## src/rtl/vote_lockout_stack_core_defines.svh

```systemverilog
// Assertion macros used by the vote lockout stack datapath.
`ifndef VOTE_LOCKOUT_STACK_CORE_DEFINES_SVH
`define VOTE_LOCKOUT_STACK_CORE_DEFINES_SVH

// Property that must hold at every clock edge outside reset.
`define VLS_ASSERT(lbl, prop, msg) \
    lbl: assert property (@(posedge i_clk) disable iff (!i_rst_n) (prop)) \
        else $error(msg);

// Consequence that must hold in the cycle after the antecedent.
`define VLS_ASSERT_NEXT(lbl, ante, cons, msg) \
    lbl: assert property (@(posedge i_clk) disable iff (!i_rst_n) (ante) |=> (cons)) \
        else $error(msg);

`endif

```

## src/rtl/vls_pkg.sv

```systemverilog
// Shared constants, types and controller/datapath interface for the vote lockout stack.
package vls_pkg;

    localparam int STACK_DEPTH = 31;
    localparam int SLOT_W      = 64;
    localparam int CONF_W      = 6;
    localparam int KEPT_W      = 5;
    localparam int ADDR_W      = $clog2(STACK_DEPTH);
    localparam int COUNT_W     = $clog2(STACK_DEPTH + 1);
    localparam int ENTRY_W     = SLOT_W + CONF_W;
    localparam int S_TDATA_W   = 64;
    localparam int M_TDATA_W   = 72;
    localparam int M_TUSER_W   = 2;

    localparam logic [CONF_W-1:0] CONF_ONE = CONF_W'(1);

    localparam logic MODE_VOTE     = 1'b0;
    localparam logic MODE_SIMULATE = 1'b1;

    typedef enum logic [3:0] {
        ST_IDLE,
        ST_READ_TOP,
        ST_CHECK_TOP,
        ST_EVAL_EXP,
        ST_READ_EXP,
        ST_COMMIT,
        ST_READ_ROOT,
        ST_POP_ROOT,
        ST_READ_INC,
        ST_EVAL_INC,
        ST_PUSH,
        ST_OUT
    } t_state;

    // Commands from the controller to the datapath.
    typedef struct packed {
        logic load;       // latch the incoming word, start the walk at the top
        logic rd_en;      // read one stack entry
        logic rd_bottom;  // read the bottom entry instead of the walk position
        logic flag_err;   // vote below top slot
        logic dec;        // drop the walk position by one (expired vote)
        logic commit;     // stack count takes the walk position (vote mode only)
        logic pop_root;   // remove the bottom entry as the new root
        logic incr;       // bump confirmations of the entry just read
        logic push;       // write the new vote on top
        logic out_load;   // move the result into the output register
    } t_dp_cmd;

    // Status from the datapath to the controller.
    typedef struct packed {
        logic mode;
        logic empty;
        logic below_top;
        logic expired;
        logic conf_match;
        logic idx_zero;
        logic idx_one;
        logic idx_full;
        logic out_free;
    } t_dp_stat;

endpackage

```

## src/rtl/vls_dp.sv

```systemverilog
// Datapath: vote stack memory, walk pointer, lockout compare and result registers.
`include "vote_lockout_stack_core_defines.svh"

module vls_dp (
    input  logic                          i_clk,
    input  logic                          i_rst_n,
    input  vls_pkg::t_dp_cmd              i_cmd,
    output vls_pkg::t_dp_stat             o_stat,
    input  logic                          i_mode,
    input  logic [vls_pkg::SLOT_W-1:0]    i_slot,
    input  logic                          i_out_ready,
    output logic                          o_out_valid,
    output logic                          o_root_valid,
    output logic [vls_pkg::SLOT_W-1:0]    o_root_slot,
    output logic [vls_pkg::KEPT_W-1:0]    o_kept_count,
    output logic                          o_order_error
);

    localparam int SUM_W = vls_pkg::COUNT_W + 1;

    logic [vls_pkg::ENTRY_W-1:0] mem [vls_pkg::STACK_DEPTH];

    logic                          r_mode;
    logic [vls_pkg::SLOT_W-1:0]    r_slot;
    logic [vls_pkg::COUNT_W-1:0]   r_idx;
    logic [vls_pkg::COUNT_W-1:0]   r_count;
    logic [vls_pkg::ADDR_W-1:0]    r_base;
    logic [vls_pkg::CONF_W-1:0]    r_expect;
    logic [vls_pkg::COUNT_W-1:0]   r_kept;
    logic                          r_err;
    logic                          r_root_valid;
    logic [vls_pkg::SLOT_W-1:0]    r_root_slot;
    logic [vls_pkg::ENTRY_W-1:0]   r_rd_q;

    logic                          r_out_valid;
    logic                          r_out_root_valid;
    logic [vls_pkg::SLOT_W-1:0]    r_out_root_slot;
    logic [vls_pkg::COUNT_W-1:0]   r_out_kept;
    logic                          r_out_err;

    logic [vls_pkg::SLOT_W-1:0]    rd_slot;
    logic [vls_pkg::CONF_W-1:0]    rd_conf;
    logic [vls_pkg::COUNT_W-1:0]   top_idx;
    logic [vls_pkg::ADDR_W-1:0]    rd_addr;
    logic [vls_pkg::ADDR_W-1:0]    wr_addr;
    logic [vls_pkg::ENTRY_W-1:0]   wr_data;
    logic                          wr_en;
    logic [vls_pkg::SLOT_W:0]      diff_sum;
    logic [vls_pkg::SLOT_W-1:0]    hi_mask;
    logic [vls_pkg::ADDR_W-1:0]    base_next;

    // Logical stack position (0 = bottom) to memory address in the ring.
    function automatic logic [vls_pkg::ADDR_W-1:0] phys_addr(
        input logic [vls_pkg::ADDR_W-1:0]  base,
        input logic [vls_pkg::COUNT_W-1:0] idx
    );
        logic [SUM_W-1:0] sum;
        sum = SUM_W'(base) + SUM_W'(idx);
        if (sum >= SUM_W'(vls_pkg::STACK_DEPTH)) begin
            sum = sum - SUM_W'(vls_pkg::STACK_DEPTH);
        end
        return sum[vls_pkg::ADDR_W-1:0];
    endfunction

    assign rd_slot = r_rd_q[vls_pkg::ENTRY_W-1:vls_pkg::CONF_W];
    assign rd_conf = r_rd_q[vls_pkg::CONF_W-1:0];
    assign top_idx = r_idx - vls_pkg::COUNT_W'(1);

    assign rd_addr = i_cmd.rd_bottom ? r_base : phys_addr(r_base, top_idx);

    assign base_next = (r_base == vls_pkg::ADDR_W'(vls_pkg::STACK_DEPTH - 1)) ?
                       '0 : r_base + vls_pkg::ADDR_W'(1);

    always_comb begin
        wr_en   = i_cmd.incr | i_cmd.push;
        wr_addr = phys_addr(r_base, top_idx);
        wr_data = {rd_slot, rd_conf + vls_pkg::CONF_W'(1)};
        if (i_cmd.push) begin
            wr_addr = phys_addr(r_base, r_count);
            wr_data = {r_slot, vls_pkg::CONF_ONE};
        end
    end

    // slot + ~entry = slot - entry - 1 with carry set exactly when slot > entry.
    // The vote has expired when that difference reaches 2^confirmations.
    assign diff_sum = {1'b0, r_slot} + {1'b0, ~rd_slot};
    assign hi_mask  = {vls_pkg::SLOT_W{1'b1}} << rd_conf;

    always_comb begin
        o_stat            = '0;
        o_stat.mode       = r_mode;
        o_stat.empty      = (r_count == '0);
        o_stat.below_top  = (r_slot < rd_slot);
        o_stat.expired    = diff_sum[vls_pkg::SLOT_W] &
                            (|(diff_sum[vls_pkg::SLOT_W-1:0] & hi_mask));
        o_stat.conf_match = (rd_conf == r_expect);
        o_stat.idx_zero   = (r_idx == '0);
        o_stat.idx_one    = (r_idx == vls_pkg::COUNT_W'(1));
        o_stat.idx_full   = (r_idx == vls_pkg::COUNT_W'(vls_pkg::STACK_DEPTH));
        o_stat.out_free   = ~r_out_valid | i_out_ready;
    end

    always_ff @(posedge i_clk) begin
        if (wr_en) begin
            mem[wr_addr] <= wr_data;
        end
        if (i_cmd.rd_en) begin
            r_rd_q <= mem[rd_addr];
        end
    end

    always_ff @(posedge i_clk) begin
        if (!i_rst_n) begin
            r_idx   <= '0;
            r_count <= '0;
            r_base  <= '0;
        end else begin
            if (i_cmd.load) begin
                r_idx <= r_count;
            end else if (i_cmd.dec | i_cmd.pop_root | i_cmd.incr) begin
                r_idx <= top_idx;
            end
            if (i_cmd.commit & (r_mode == vls_pkg::MODE_VOTE)) begin
                r_count <= r_idx;
            end else if (i_cmd.pop_root) begin
                r_count <= r_count - vls_pkg::COUNT_W'(1);
            end else if (i_cmd.push) begin
                r_count <= r_count + vls_pkg::COUNT_W'(1);
            end
            if (i_cmd.pop_root) begin
                r_base <= base_next;
            end
        end
    end

    always_ff @(posedge i_clk) begin
        if (i_cmd.load) begin
            r_mode       <= i_mode;
            r_slot       <= i_slot;
            r_err        <= 1'b0;
            r_root_valid <= 1'b0;
            r_root_slot  <= '0;
        end
        if (i_cmd.commit | i_cmd.flag_err) begin
            r_kept <= r_idx;
        end
        if (i_cmd.flag_err) begin
            r_err <= 1'b1;
        end
        if (i_cmd.commit) begin
            r_expect <= vls_pkg::CONF_ONE;
        end else if (i_cmd.incr) begin
            r_expect <= r_expect + vls_pkg::CONF_W'(1);
        end
        if (i_cmd.pop_root) begin
            r_root_valid <= 1'b1;
            r_root_slot  <= rd_slot;
        end
    end

    always_ff @(posedge i_clk) begin
        if (!i_rst_n) begin
            r_out_valid <= 1'b0;
        end else if (i_cmd.out_load) begin
            r_out_valid <= 1'b1;
        end else if (i_out_ready) begin
            r_out_valid <= 1'b0;
        end
    end

    always_ff @(posedge i_clk) begin
        if (i_cmd.out_load) begin
            r_out_root_valid <= r_root_valid;
            r_out_root_slot  <= r_root_slot;
            r_out_kept       <= r_kept;
            r_out_err        <= r_err;
        end
    end

    assign o_out_valid   = r_out_valid;
    assign o_root_valid  = r_out_root_valid;
    assign o_root_slot   = r_out_root_slot;
    assign o_kept_count  = vls_pkg::KEPT_W'(r_out_kept);
    assign o_order_error = r_out_err;

    `VLS_ASSERT(a_count_bound, r_count <= vls_pkg::COUNT_W'(vls_pkg::STACK_DEPTH), "stack count exceeds depth")
    `VLS_ASSERT(a_base_bound, r_base <= vls_pkg::ADDR_W'(vls_pkg::STACK_DEPTH - 1), "ring base out of range")
    `VLS_ASSERT(a_pop_only_full, !i_cmd.pop_root || r_count == vls_pkg::COUNT_W'(vls_pkg::STACK_DEPTH), "root popped from a stack that is not full")
    `VLS_ASSERT_NEXT(a_push_grows, i_cmd.push, r_count == $past(r_count) + vls_pkg::COUNT_W'(1), "push did not grow the stack")

endmodule

```

## src/rtl/vls_ctrl.sv

```systemverilog
// Controller: sequences expiry walk, root pop, confirmation walk and push for one word.
module vls_ctrl (
    input  logic                 i_clk,
    input  logic                 i_rst_n,
    input  logic                 i_in_valid,
    output logic                 o_in_ready,
    input  vls_pkg::t_dp_stat    i_stat,
    output vls_pkg::t_dp_cmd     o_cmd
);

    vls_pkg::t_state r_state;
    vls_pkg::t_state n_state;

    always_ff @(posedge i_clk) begin
        if (!i_rst_n) begin
            r_state <= vls_pkg::ST_IDLE;
        end else begin
            r_state <= n_state;
        end
    end

    assign o_in_ready = (r_state == vls_pkg::ST_IDLE);

    always_comb begin
        n_state = r_state;
        o_cmd   = '0;
        unique case (r_state)
            vls_pkg::ST_IDLE: begin
                if (i_in_valid) begin
                    o_cmd.load = 1'b1;
                    n_state = i_stat.empty ? vls_pkg::ST_COMMIT : vls_pkg::ST_READ_TOP;
                end
            end
            vls_pkg::ST_READ_TOP: begin
                o_cmd.rd_en = 1'b1;
                n_state = vls_pkg::ST_CHECK_TOP;
            end
            vls_pkg::ST_CHECK_TOP: begin
                if (i_stat.mode == vls_pkg::MODE_VOTE && i_stat.below_top) begin
                    o_cmd.flag_err = 1'b1;
                    n_state = vls_pkg::ST_OUT;
                end else begin
                    n_state = vls_pkg::ST_EVAL_EXP;
                end
            end
            vls_pkg::ST_EVAL_EXP: begin
                if (i_stat.expired) begin
                    o_cmd.dec = 1'b1;
                    n_state = i_stat.idx_one ? vls_pkg::ST_COMMIT : vls_pkg::ST_READ_EXP;
                end else begin
                    n_state = vls_pkg::ST_COMMIT;
                end
            end
            vls_pkg::ST_READ_EXP: begin
                o_cmd.rd_en = 1'b1;
                n_state = vls_pkg::ST_EVAL_EXP;
            end
            vls_pkg::ST_COMMIT: begin
                o_cmd.commit = 1'b1;
                if (i_stat.mode == vls_pkg::MODE_SIMULATE) begin
                    n_state = vls_pkg::ST_OUT;
                end else if (i_stat.idx_full) begin
                    n_state = vls_pkg::ST_READ_ROOT;
                end else if (i_stat.idx_zero) begin
                    n_state = vls_pkg::ST_PUSH;
                end else begin
                    n_state = vls_pkg::ST_READ_INC;
                end
            end
            vls_pkg::ST_READ_ROOT: begin
                o_cmd.rd_en     = 1'b1;
                o_cmd.rd_bottom = 1'b1;
                n_state = vls_pkg::ST_POP_ROOT;
            end
            vls_pkg::ST_POP_ROOT: begin
                // Depth is at least two, so entries remain to walk.
                o_cmd.pop_root = 1'b1;
                n_state = vls_pkg::ST_READ_INC;
            end
            vls_pkg::ST_READ_INC: begin
                o_cmd.rd_en = 1'b1;
                n_state = vls_pkg::ST_EVAL_INC;
            end
            vls_pkg::ST_EVAL_INC: begin
                if (i_stat.conf_match) begin
                    o_cmd.incr = 1'b1;
                    n_state = i_stat.idx_one ? vls_pkg::ST_PUSH : vls_pkg::ST_READ_INC;
                end else begin
                    n_state = vls_pkg::ST_PUSH;
                end
            end
            vls_pkg::ST_PUSH: begin
                o_cmd.push = 1'b1;
                n_state = vls_pkg::ST_OUT;
            end
            vls_pkg::ST_OUT: begin
                if (i_stat.out_free) begin
                    o_cmd.out_load = 1'b1;
                    n_state = vls_pkg::ST_IDLE;
                end
            end
            default: begin
                n_state = vls_pkg::ST_IDLE;
            end
        endcase
    end

endmodule

```

## src/rtl/vote_lockout_stack_core.sv

```systemverilog
// Top level of the vote lockout stack: stream ports around controller and datapath.
//
// The block keeps a stack of up to 31 votes, each a slot with a confirmation
// count, in a small ring memory with one read and one write port. Each input
// word yields exactly one output word. A vote word (tuser = 0) first drops
// votes from the top whose lockout (slot + 2^confirmations) ends before the
// new slot, then, if the stack is still full, removes the bottom vote and
// reports it as the new root, then bumps the confirmations of the run of top
// entries that read 1, 2, 3 and so on from the top, and finally pushes the new
// vote with one confirmation. A vote below the current top slot is rejected
// with order_error set and leaves the stack unchanged. A simulate word
// (tuser = 1) changes nothing and only reports how many votes would remain.
// The work is sequential, one word at a time, and every visit to a stack
// entry passes through a read state and an evaluate state because the memory
// read is registered; a root removal adds a read state and a pop state. The
// input is taken again as soon as a result sits in the output register, so a
// slow sink stalls the block only when a second result is ready before the
// first has been taken. No clearing pass is needed after reset: the stack
// starts empty and only written entries are ever read.
module vote_lockout_stack_core (
    input  logic                              i_clk,
    input  logic                              i_rst_n,
    input  logic                              s_axis_tvalid,
    output logic                              s_axis_tready,
    input  logic [vls_pkg::S_TDATA_W-1:0]     s_axis_tdata,   // [63:0] vote_slot
    input  logic                              s_axis_tuser,   // [0] mode
    output logic                              m_axis_tvalid,
    input  logic                              m_axis_tready,
    output logic [vls_pkg::M_TDATA_W-1:0]     m_axis_tdata,   // [63:0] root_slot,
                                                               // [68:64] kept_count,
                                                               // [71:69] zero
    output logic [vls_pkg::M_TUSER_W-1:0]     m_axis_tuser    // [0] root_valid,
                                                               // [1] order_error
);

    vls_pkg::t_dp_cmd                 cmd;
    vls_pkg::t_dp_stat                stat;
    logic                             root_valid;
    logic [vls_pkg::SLOT_W-1:0]       root_slot;
    logic [vls_pkg::KEPT_W-1:0]       kept_count;
    logic                             order_error;

    // The controller takes a word only in its idle state, so accept equals load.
    vls_ctrl u_ctrl (
        .i_clk      (i_clk),
        .i_rst_n    (i_rst_n),
        .i_in_valid (s_axis_tvalid),
        .o_in_ready (s_axis_tready),
        .i_stat     (stat),
        .o_cmd      (cmd)
    );

    vls_dp u_dp (
        .i_clk         (i_clk),
        .i_rst_n       (i_rst_n),
        .i_cmd         (cmd),
        .o_stat        (stat),
        .i_mode        (s_axis_tuser),
        .i_slot        (s_axis_tdata[vls_pkg::SLOT_W-1:0]),
        .i_out_ready   (m_axis_tready),
        .o_out_valid   (m_axis_tvalid),
        .o_root_valid  (root_valid),
        .o_root_slot   (root_slot),
        .o_kept_count  (kept_count),
        .o_order_error (order_error)
    );

    // Result fields packed from the lowest bit up, padded to whole bytes.
    assign m_axis_tdata = {{(vls_pkg::M_TDATA_W - vls_pkg::SLOT_W - vls_pkg::KEPT_W){1'b0}},
                           kept_count, root_slot};
    assign m_axis_tuser = {order_error, root_valid};

endmodule
```

## config.mk

```make
export PLATFORM = sky130hd
export DESIGN_NAME = vote_lockout_stack_core
export DESIGN_NICKNAME = d
export VERILOG_FILES = /design/src/rtl/vls_pkg.sv /design/src/rtl/vls_dp.sv /design/src/rtl/vls_ctrl.sv /design/src/rtl/vote_lockout_stack_core.sv
export VERILOG_INCLUDE_DIRS = /design/src /design/src/rtl
export SDC_FILE = /design/constraint.sdc
export NUM_CORES = 2
export LEC_CHECK = 0
export ABC_AREA = 0
export BUFFER_PORTS_ARGS = -buffer_cell sky130_fd_sc_hd__buf_2
export CAP_MARGIN = 20
export CORE_MARGIN = 3
export CORE_UTILIZATION = 32
export DETAILED_ROUTE_END_ITERATION = 8
export GPL_TIMING_DRIVEN = 0
export PLACE_DENSITY_LB_ADDON = 0.08
export SETUP_SLACK_MARGIN = 0.1
export SYNTH_ARGS = -nofsm -noshare
export SYNTH_HDL_FRONTEND = slang
export SYNTH_SLANG_ARGS = --single-unit
export TNS_END_PERCENT = 50
```

## constraint.sdc

```tcl
create_clock -name i_clk -period 13.73 [get_ports i_clk]
set_input_delay 0.6865 -clock i_clk [delete_from_list [all_inputs] [get_ports i_clk]]
set_output_delay 0.6865 -clock i_clk [all_outputs]
set_load 0.1 [all_outputs]
```

======== Yosys cells after proc, flatten, opt, wreduce, memory -nomap -nowiden ========
Memory sizes are Yosys's and may differ from the RTL's. A register that Yosys moved wholly into a read port is not among the register bits.
Index checks and enable logic that the tools add are counted.
cells by class
  magnitude comparators ................... 3
  $add $sub $neg .......................... 11
  multiplexer cells ....................... 44
  reduce and logical (&&, ||, !) cells .... 11
  bitwise logic cells ..................... 11
  shifts and indexed selects .............. 1
  eq/ne operators ......................... 17
operators by type and width
  operator                                                                             number
  64-bit 2-to-1 mux                                                                    2
  70-bit 2-to-1 mux                                                                    1
  64-bit by 64-bit adder with 65-bit output                                            1
  64-bit AND                                                                           1
  64-bit < comparator                                                                  1
  64-bit inverter                                                                      1
  64-bit OR reduction                                                                  1
  64-bit by 6-bit << shifter with 64-bit output, first input constant                  1
  5-bit 2-to-1 mux                                                                     10
  4-bit case mux with 12 select lines                                                  1
  4-bit 2-to-1 mux                                                                     7
  1-bit 2-to-1 mux                                                                     20
  4-bit by 3-bit == test with 1-bit output, second input constant                      4
  4-bit == test, second input constant                                                 4
  5-bit by 5-bit adder with 6-bit output                                               2
  6-bit by 1-bit adder with 6-bit output, second input constant                        2
  6-bit by 5-bit greater-or-equal comparator with 1-bit output, second input constant  2
  5-bit by 1-bit adder with 5-bit output, second input constant                        2
  5-bit == test, second input constant                                                 2
  5-bit zero test                                                                      2
  5-bit by 1-bit subtractor with 5-bit output, second input constant                   2
  5-bit subtractor, second input constant                                              2
  4-bit by 2-bit == test with 1-bit output, second input constant                      2
  6-bit == test                                                                        1
  other kinds (14)                                                                     24
word-level totals
  register bits after elaboration ......... 233
  logic and storage cells ................. 115
  memories kept ........................... 1
  bits in writable memories ............... 2,170
  output and inout port bits .............. 76
  input bits .............................. 69
memory list
  name      words  bits a word  rd ports  clocked after memory_dff  wr ports  RTL line      RTL
  u_dp.mem  31     70           1         1                         1         vls_dp.sv:21  logic [vls_pkg::ENTRY_W-1:0] mem [vls_pkg::STACK_DEPTH];

======== Logic depth before layout (Yosys ltp) ========
  depth after elaboration ................. 11
  depth in mapped cells ................... 22
  mapped depth without buffers ............ 18

======== Modules after synthesis ========
From an unflattened synthesis, not the netlist that was laid out.
second synthesis, totals
  cells, all modules ...................... 5,341
  area, all modules ....................... 99,369.1 um2
by module, submodules not included
  module                   cells each  instances  sequential area each (um2)  area an instance (um2)
  vls_dp                   5,284       1          73,900.9                    98,904.9
  vls_ctrl                 51          1          80.1                        422.9
  vote_lockout_stack_core  6           1          0.0                         41.3

======== Least setup slack after synthesis ========
Ideal clock, no wire load.
  path type ............................... register to register
  start ................................... register u_dp.r_idx[0] in the netlist's numbering
  end ..................................... memory u_dp.mem[29][0] in the netlist's numbering (enable)
  cell stages (with the launch flop) ...... 17
  buffers on the path ..................... 0
  slack ................................... 6.998 ns
  arrival time ............................ 6.233 ns
  data required time ...................... 13.231 ns
  setup time .............................. 0.499 ns
  clock period less this slack ............ 6.732 ns
  cells stage by stage .................... dfxtp_1 -> inv_1 -> ha_1 -> inv_1 -> ha_1 -> a21o_1 -> a21oi_1 -> xnor2_1 -> nand3_1 -> o21ai_0 -> nand4_1 -> xnor2_1 -> nor2_1 -> a21oi_1 -> nand2b_1 -> or2_2 -> nor2_1
between the ends
  cells in the longest elaborated chain, start to end .. 5
  elaborated cells between the ends (all ways) .. 6
  classes of those cells .................. add/sub: 3; order compare: 1; mux: 2
ends and longest elaborated chain
  what                                                                                                     RTL line                    RTL
  start: declaration                                                                                       vls_dp.sv:25                logic [vls_pkg::COUNT_W-1:0] r_idx;
  start signal: assignment                                                                                 vls_dp.sv:119               r_idx <= r_count;
  start signal: assignment                                                                                 vls_dp.sv:121               r_idx <= top_idx;
  5-bit by 1-bit subtractor with 5-bit output (*)                                                          vls_dp.sv:67                assign top_idx = r_idx - vls_pkg::COUNT_W'(1);
  5-bit by 5-bit adder with 6-bit output (*)                                                               vls_dp.sv:58                sum = SUM_W'(base) + SUM_W'(idx);
  5-bit subtractor / 6-bit by 5-bit greater-or-equal comparator with 1-bit output (equally long branches)  vls_dp.sv:60, vls_dp.sv:59
  5-bit 2-to-1 mux (*)                                                                                     vls_dp.sv:59                if (sum >= SUM_W'(vls_pkg::STACK_DEPTH)) begin
  5-bit 2-to-1 mux (*)                                                                                     vls_dp.sv:78                if (i_cmd.push) begin
  end: declaration                                                                                         vls_dp.sv:21
Mark *: on every way between the ends. The rest lies on a longest branch, timed or not.

======== Final worst setup path ========
  start ................................... register u_dp.r_idx[0] in the netlist's numbering
  end ..................................... register u_dp.r_rd_q[0] in the netlist's numbering (read register of u_dp.mem), data pin
between the ends
  cells in the longest elaborated chain, start to end .. 5
  elaborated cells between the ends (all ways) .. 6
  classes of those cells .................. add/sub: 3; order compare: 1; mux: 2
ends and longest elaborated chain
  what                                                                                                     RTL line                    RTL
  5-bit by 1-bit subtractor with 5-bit output (*)                                                          vls_dp.sv:67
  5-bit by 5-bit adder with 6-bit output (*)                                                               vls_dp.sv:58
  5-bit subtractor / 6-bit by 5-bit greater-or-equal comparator with 1-bit output (equally long branches)  vls_dp.sv:60, vls_dp.sv:59
  5-bit 2-to-1 mux (*)                                                                                     vls_dp.sv:59
  5-bit 2-to-1 mux (*)                                                                                     vls_dp.sv:69                assign rd_addr = i_cmd.rd_bottom ? r_base : phys_addr(r_base, top_idx);
  end: declaration                                                                                         vls_dp.sv:33                logic [vls_pkg::ENTRY_W-1:0] r_rd_q;
Marks and branches as above.
A chain may end at the register's enable or synchronous reset.

==> reports/metrics.csv <==
metric,value,unit
synthXorXnorAreaFrac,0.608,%
drt_wl_total,370000,µm
ys_seq_area_share,73.3,%
cts.clk_slew.worst_paths,0.06,ns
finalHoldViolCount,0,
rsz0062_at_grt,false,
grt_max_degree,38,
vias,61400,
min_period,7.84,ns
clk_latency,0.90,ns
yosys-mux-area-fraction,9.29,%
ys_ff_latch,2473,
drc,0,
die_height,568,µm
netlist-cell-type-count,84,
slew_headroom,21.8,%
grt_first_pass_wirelength,507000,µm
postSynthCellCount,6319,
antenna_left,0,
period_share,57.1,%
maxCapViolations,0,
layout_commonest_cell,edfxtp_1,
synth_enable_flop_cells,2445,
h-tree-depth,5,
clockBufferDepth,4,
clockRootBuffer,clkbuf_16,
setup_viol,0,
dpl.hpwl,274000,µm
cp_max_fo,10,
min_from,s_axis_tdata[60],
max_freq,128,MHz
die_x,568,µm
yosysWarnings,0,
dp_cells,10900,
crit_arrival,8.59,ns
layout-drive-gt1-share,19.0,%
syn_to_final_growth,20.8,%
finClkSkew,0.0403,ns
place_congestion,0.922,
coreArea,0.313,mm²
setup_tns,0,ns
cts_tree,done,
cp.required,14.48,ns
finish.utilization,39.0,%
avgSynthCellArea,16.0,µm²
synth-simple-area-share,6.83,%
clock_sinks,2473,
dp_slack,5.83,ns
gr-total-overflow,0,
layoutNonFillerInstCount,11500,
antenna_found_initial,24,
run_status,completed,
io_buffers,141,
avgViaCountPerCell,5.36,
numCtsBuffers,290,
critPathCaptureType,flop,
firstDrtPassIters,6,
synth_top_family_by_area,multiplexers,
die-area,0.322,mm²
grt_pass1_vias,60900,
async_flop_share,0,%
grt.total_usage,22.5,%
drt_iter0_markers,6976,
worstSetupPathType,flop to flop,
layout_common_cells,"edfxtp_1, nand2_1, mux4_2",
fin_ws,5.89,ns
wl_per_cell,32.3,µm
ioPinCount,145,
reg2reg_from,u_dp.r_idx[0],
synth_adder_area_share,1.21,%
drv_slew,0,
ff2ff_setup_slack,5.89,ns
synth-compound-area-share,6.67,%
start_kind,flop,
n_fill_cell,29100,
critPathLaunch,u_dp.r_idx[0],
syn_area,0.101,mm²
rows,205,
start_util,32.2,%
worst_pin_slew,1.17,ns
nNetsFinal,7246,
hold_path_class,primary input to flop,
synth-main-ff-cell,edfxtp_1,
[state kept, by name (all words and copies together), names as in the netlist, 4 cells and up]
register / cells
u_dp.mem: 2170
u_dp.r_rd_q: 70
u_dp.o_root_slot: 64
u_dp.r_root_slot: 64
u_dp.r_slot: 64
u_dp.r_expect: 6
u_dp.o_kept_count: 5
u_dp.r_base: 5
u_dp.r_count: 5
u_dp.r_idx: 5
u_dp.r_kept: 5
u_ctrl.r_state: 4
[final cells by class]
| cell class | instances | area, µm² | area share (%) |
|---|---|---|---|
| Clock inverter | 137 | 1210 | 0.992 |
| Buffer | 359 | 1420 | 1.17 |
| Timing Repair Buffer | 469 | 6300 | 5.17 |
| Inverter | 189 | 712 | 0.584 |
| Clock buffer | 373 | 7670 | 6.29 |
| Multi-Input combinational cell | 3300 | 25400 | 20.8 |
| Sequential cell | 2473 | 74000 | 60.7 |
| Antenna cell | 11 | 27.5 | 0.0226 |
| Tap cell | 4140 | 5180 | 4.25 |
[Yosys cell counts (14+ instances only)]
library cell,n,area [µm²]
edfxtp_1,2445,73400
nand2_1,975,3660
mux4_2,394,8870
a21oi_1,348,1740
nor2_1,290,1090
o21ai_0,267,1340
clkbuf_1,264,991
inv_1,188,706
nor3_1,114,571
ha_1,91,1140
a311oi_1,85,744
buf_1,71,267
a211oi_1,65,488
nand3_1,56,280
nand4_1,56,350
o221ai_1,41,359
a311o_1,39,390
mux2i_1,39,390
xnor2_1,38,333
nor4_1,33,206
xor2_1,32,280
a31oi_1,31,194
dfxtp_1,28,561
a21o_1,26,195
buf_2,19,95.1
nand2b_1,19,119
nor2b_1,19,119
o21a_1,17,128
o21ai_1,17,85.1
and3_1,16,100
a31o_2,14,123
[worst paths after layout]
kind	end	cells past startpoint
worst max register to register	u_dp.r_rd_q[0]	20
worst min register to register	u_dp.o_root_slot[11]	0
worst max-delay path	u_dp.r_rd_q[0]	20
worst min-delay path	u_dp.r_slot[60]	1
[cell families after synthesis]
kind of cell             count (synthesis)
flip-flops                            2473
other                                    1
multiplexers                           442
AO/OA/AOI/OAI                         1059
adder cells (fa/ha/maj)                 95
buffers and inverters                  548
XOR/XNOR                                70
AND/OR/NAND/NOR                       1631
[worst max-delay path, stage by stage, from the launching register on]
cell and delay, ns:
dfxtp_1 0.41, inv_1 0.16, ha_1 0.37, inv_1 0.06, ha_1 0.26, a21o_1 0.18
a21oi_1 0.22, xnor2_1 0.21, nand3_1 0.13, o21ai_0 0.52, xor2_1 0.28, mux2i_1 0.19
clkbuf_2 0.69, clkbuf_1 0.87, buf_2 0.62, clkbuf_1 0.84, nand2_1 0.16, a311oi_1 0.47
a211oi_1 0.10, a311oi_1 0.64, a31o_2 0.20
[per-layer routing]
metal | vias up | routed length [µm] | track usage [%]
met3 | 392 | 23900 | 3.36
li1 | 26200 | - | -
met2 | 2082 | 166000 | 34.4
met4 | 4 | 9290 | 5.82
met5 | - | 27 | 0
met1 | 32600 | 170000 | 33.6
[repair_timing]
item,CTS,global route
setup buffers,0,0
hold buffers,58,0
endpoints found under the hold margin,58,0
gates resized for setup,0,0
[metrics by stage]
step           hold slack [ns]  instance area (µm²)
3_5_place_dp             0.405               112000
6_report                0.0931               122000
2_1_floorplan            0.400               101000
3_3_place_gp             0.404               107000
4_1_cts                 0.0503               122000
5_1_grt                 0.0543               122000
Power is left out: the tool's default activity adds up to more than one toggle a clock period on the data nets, which glitch-free logic cannot reach.
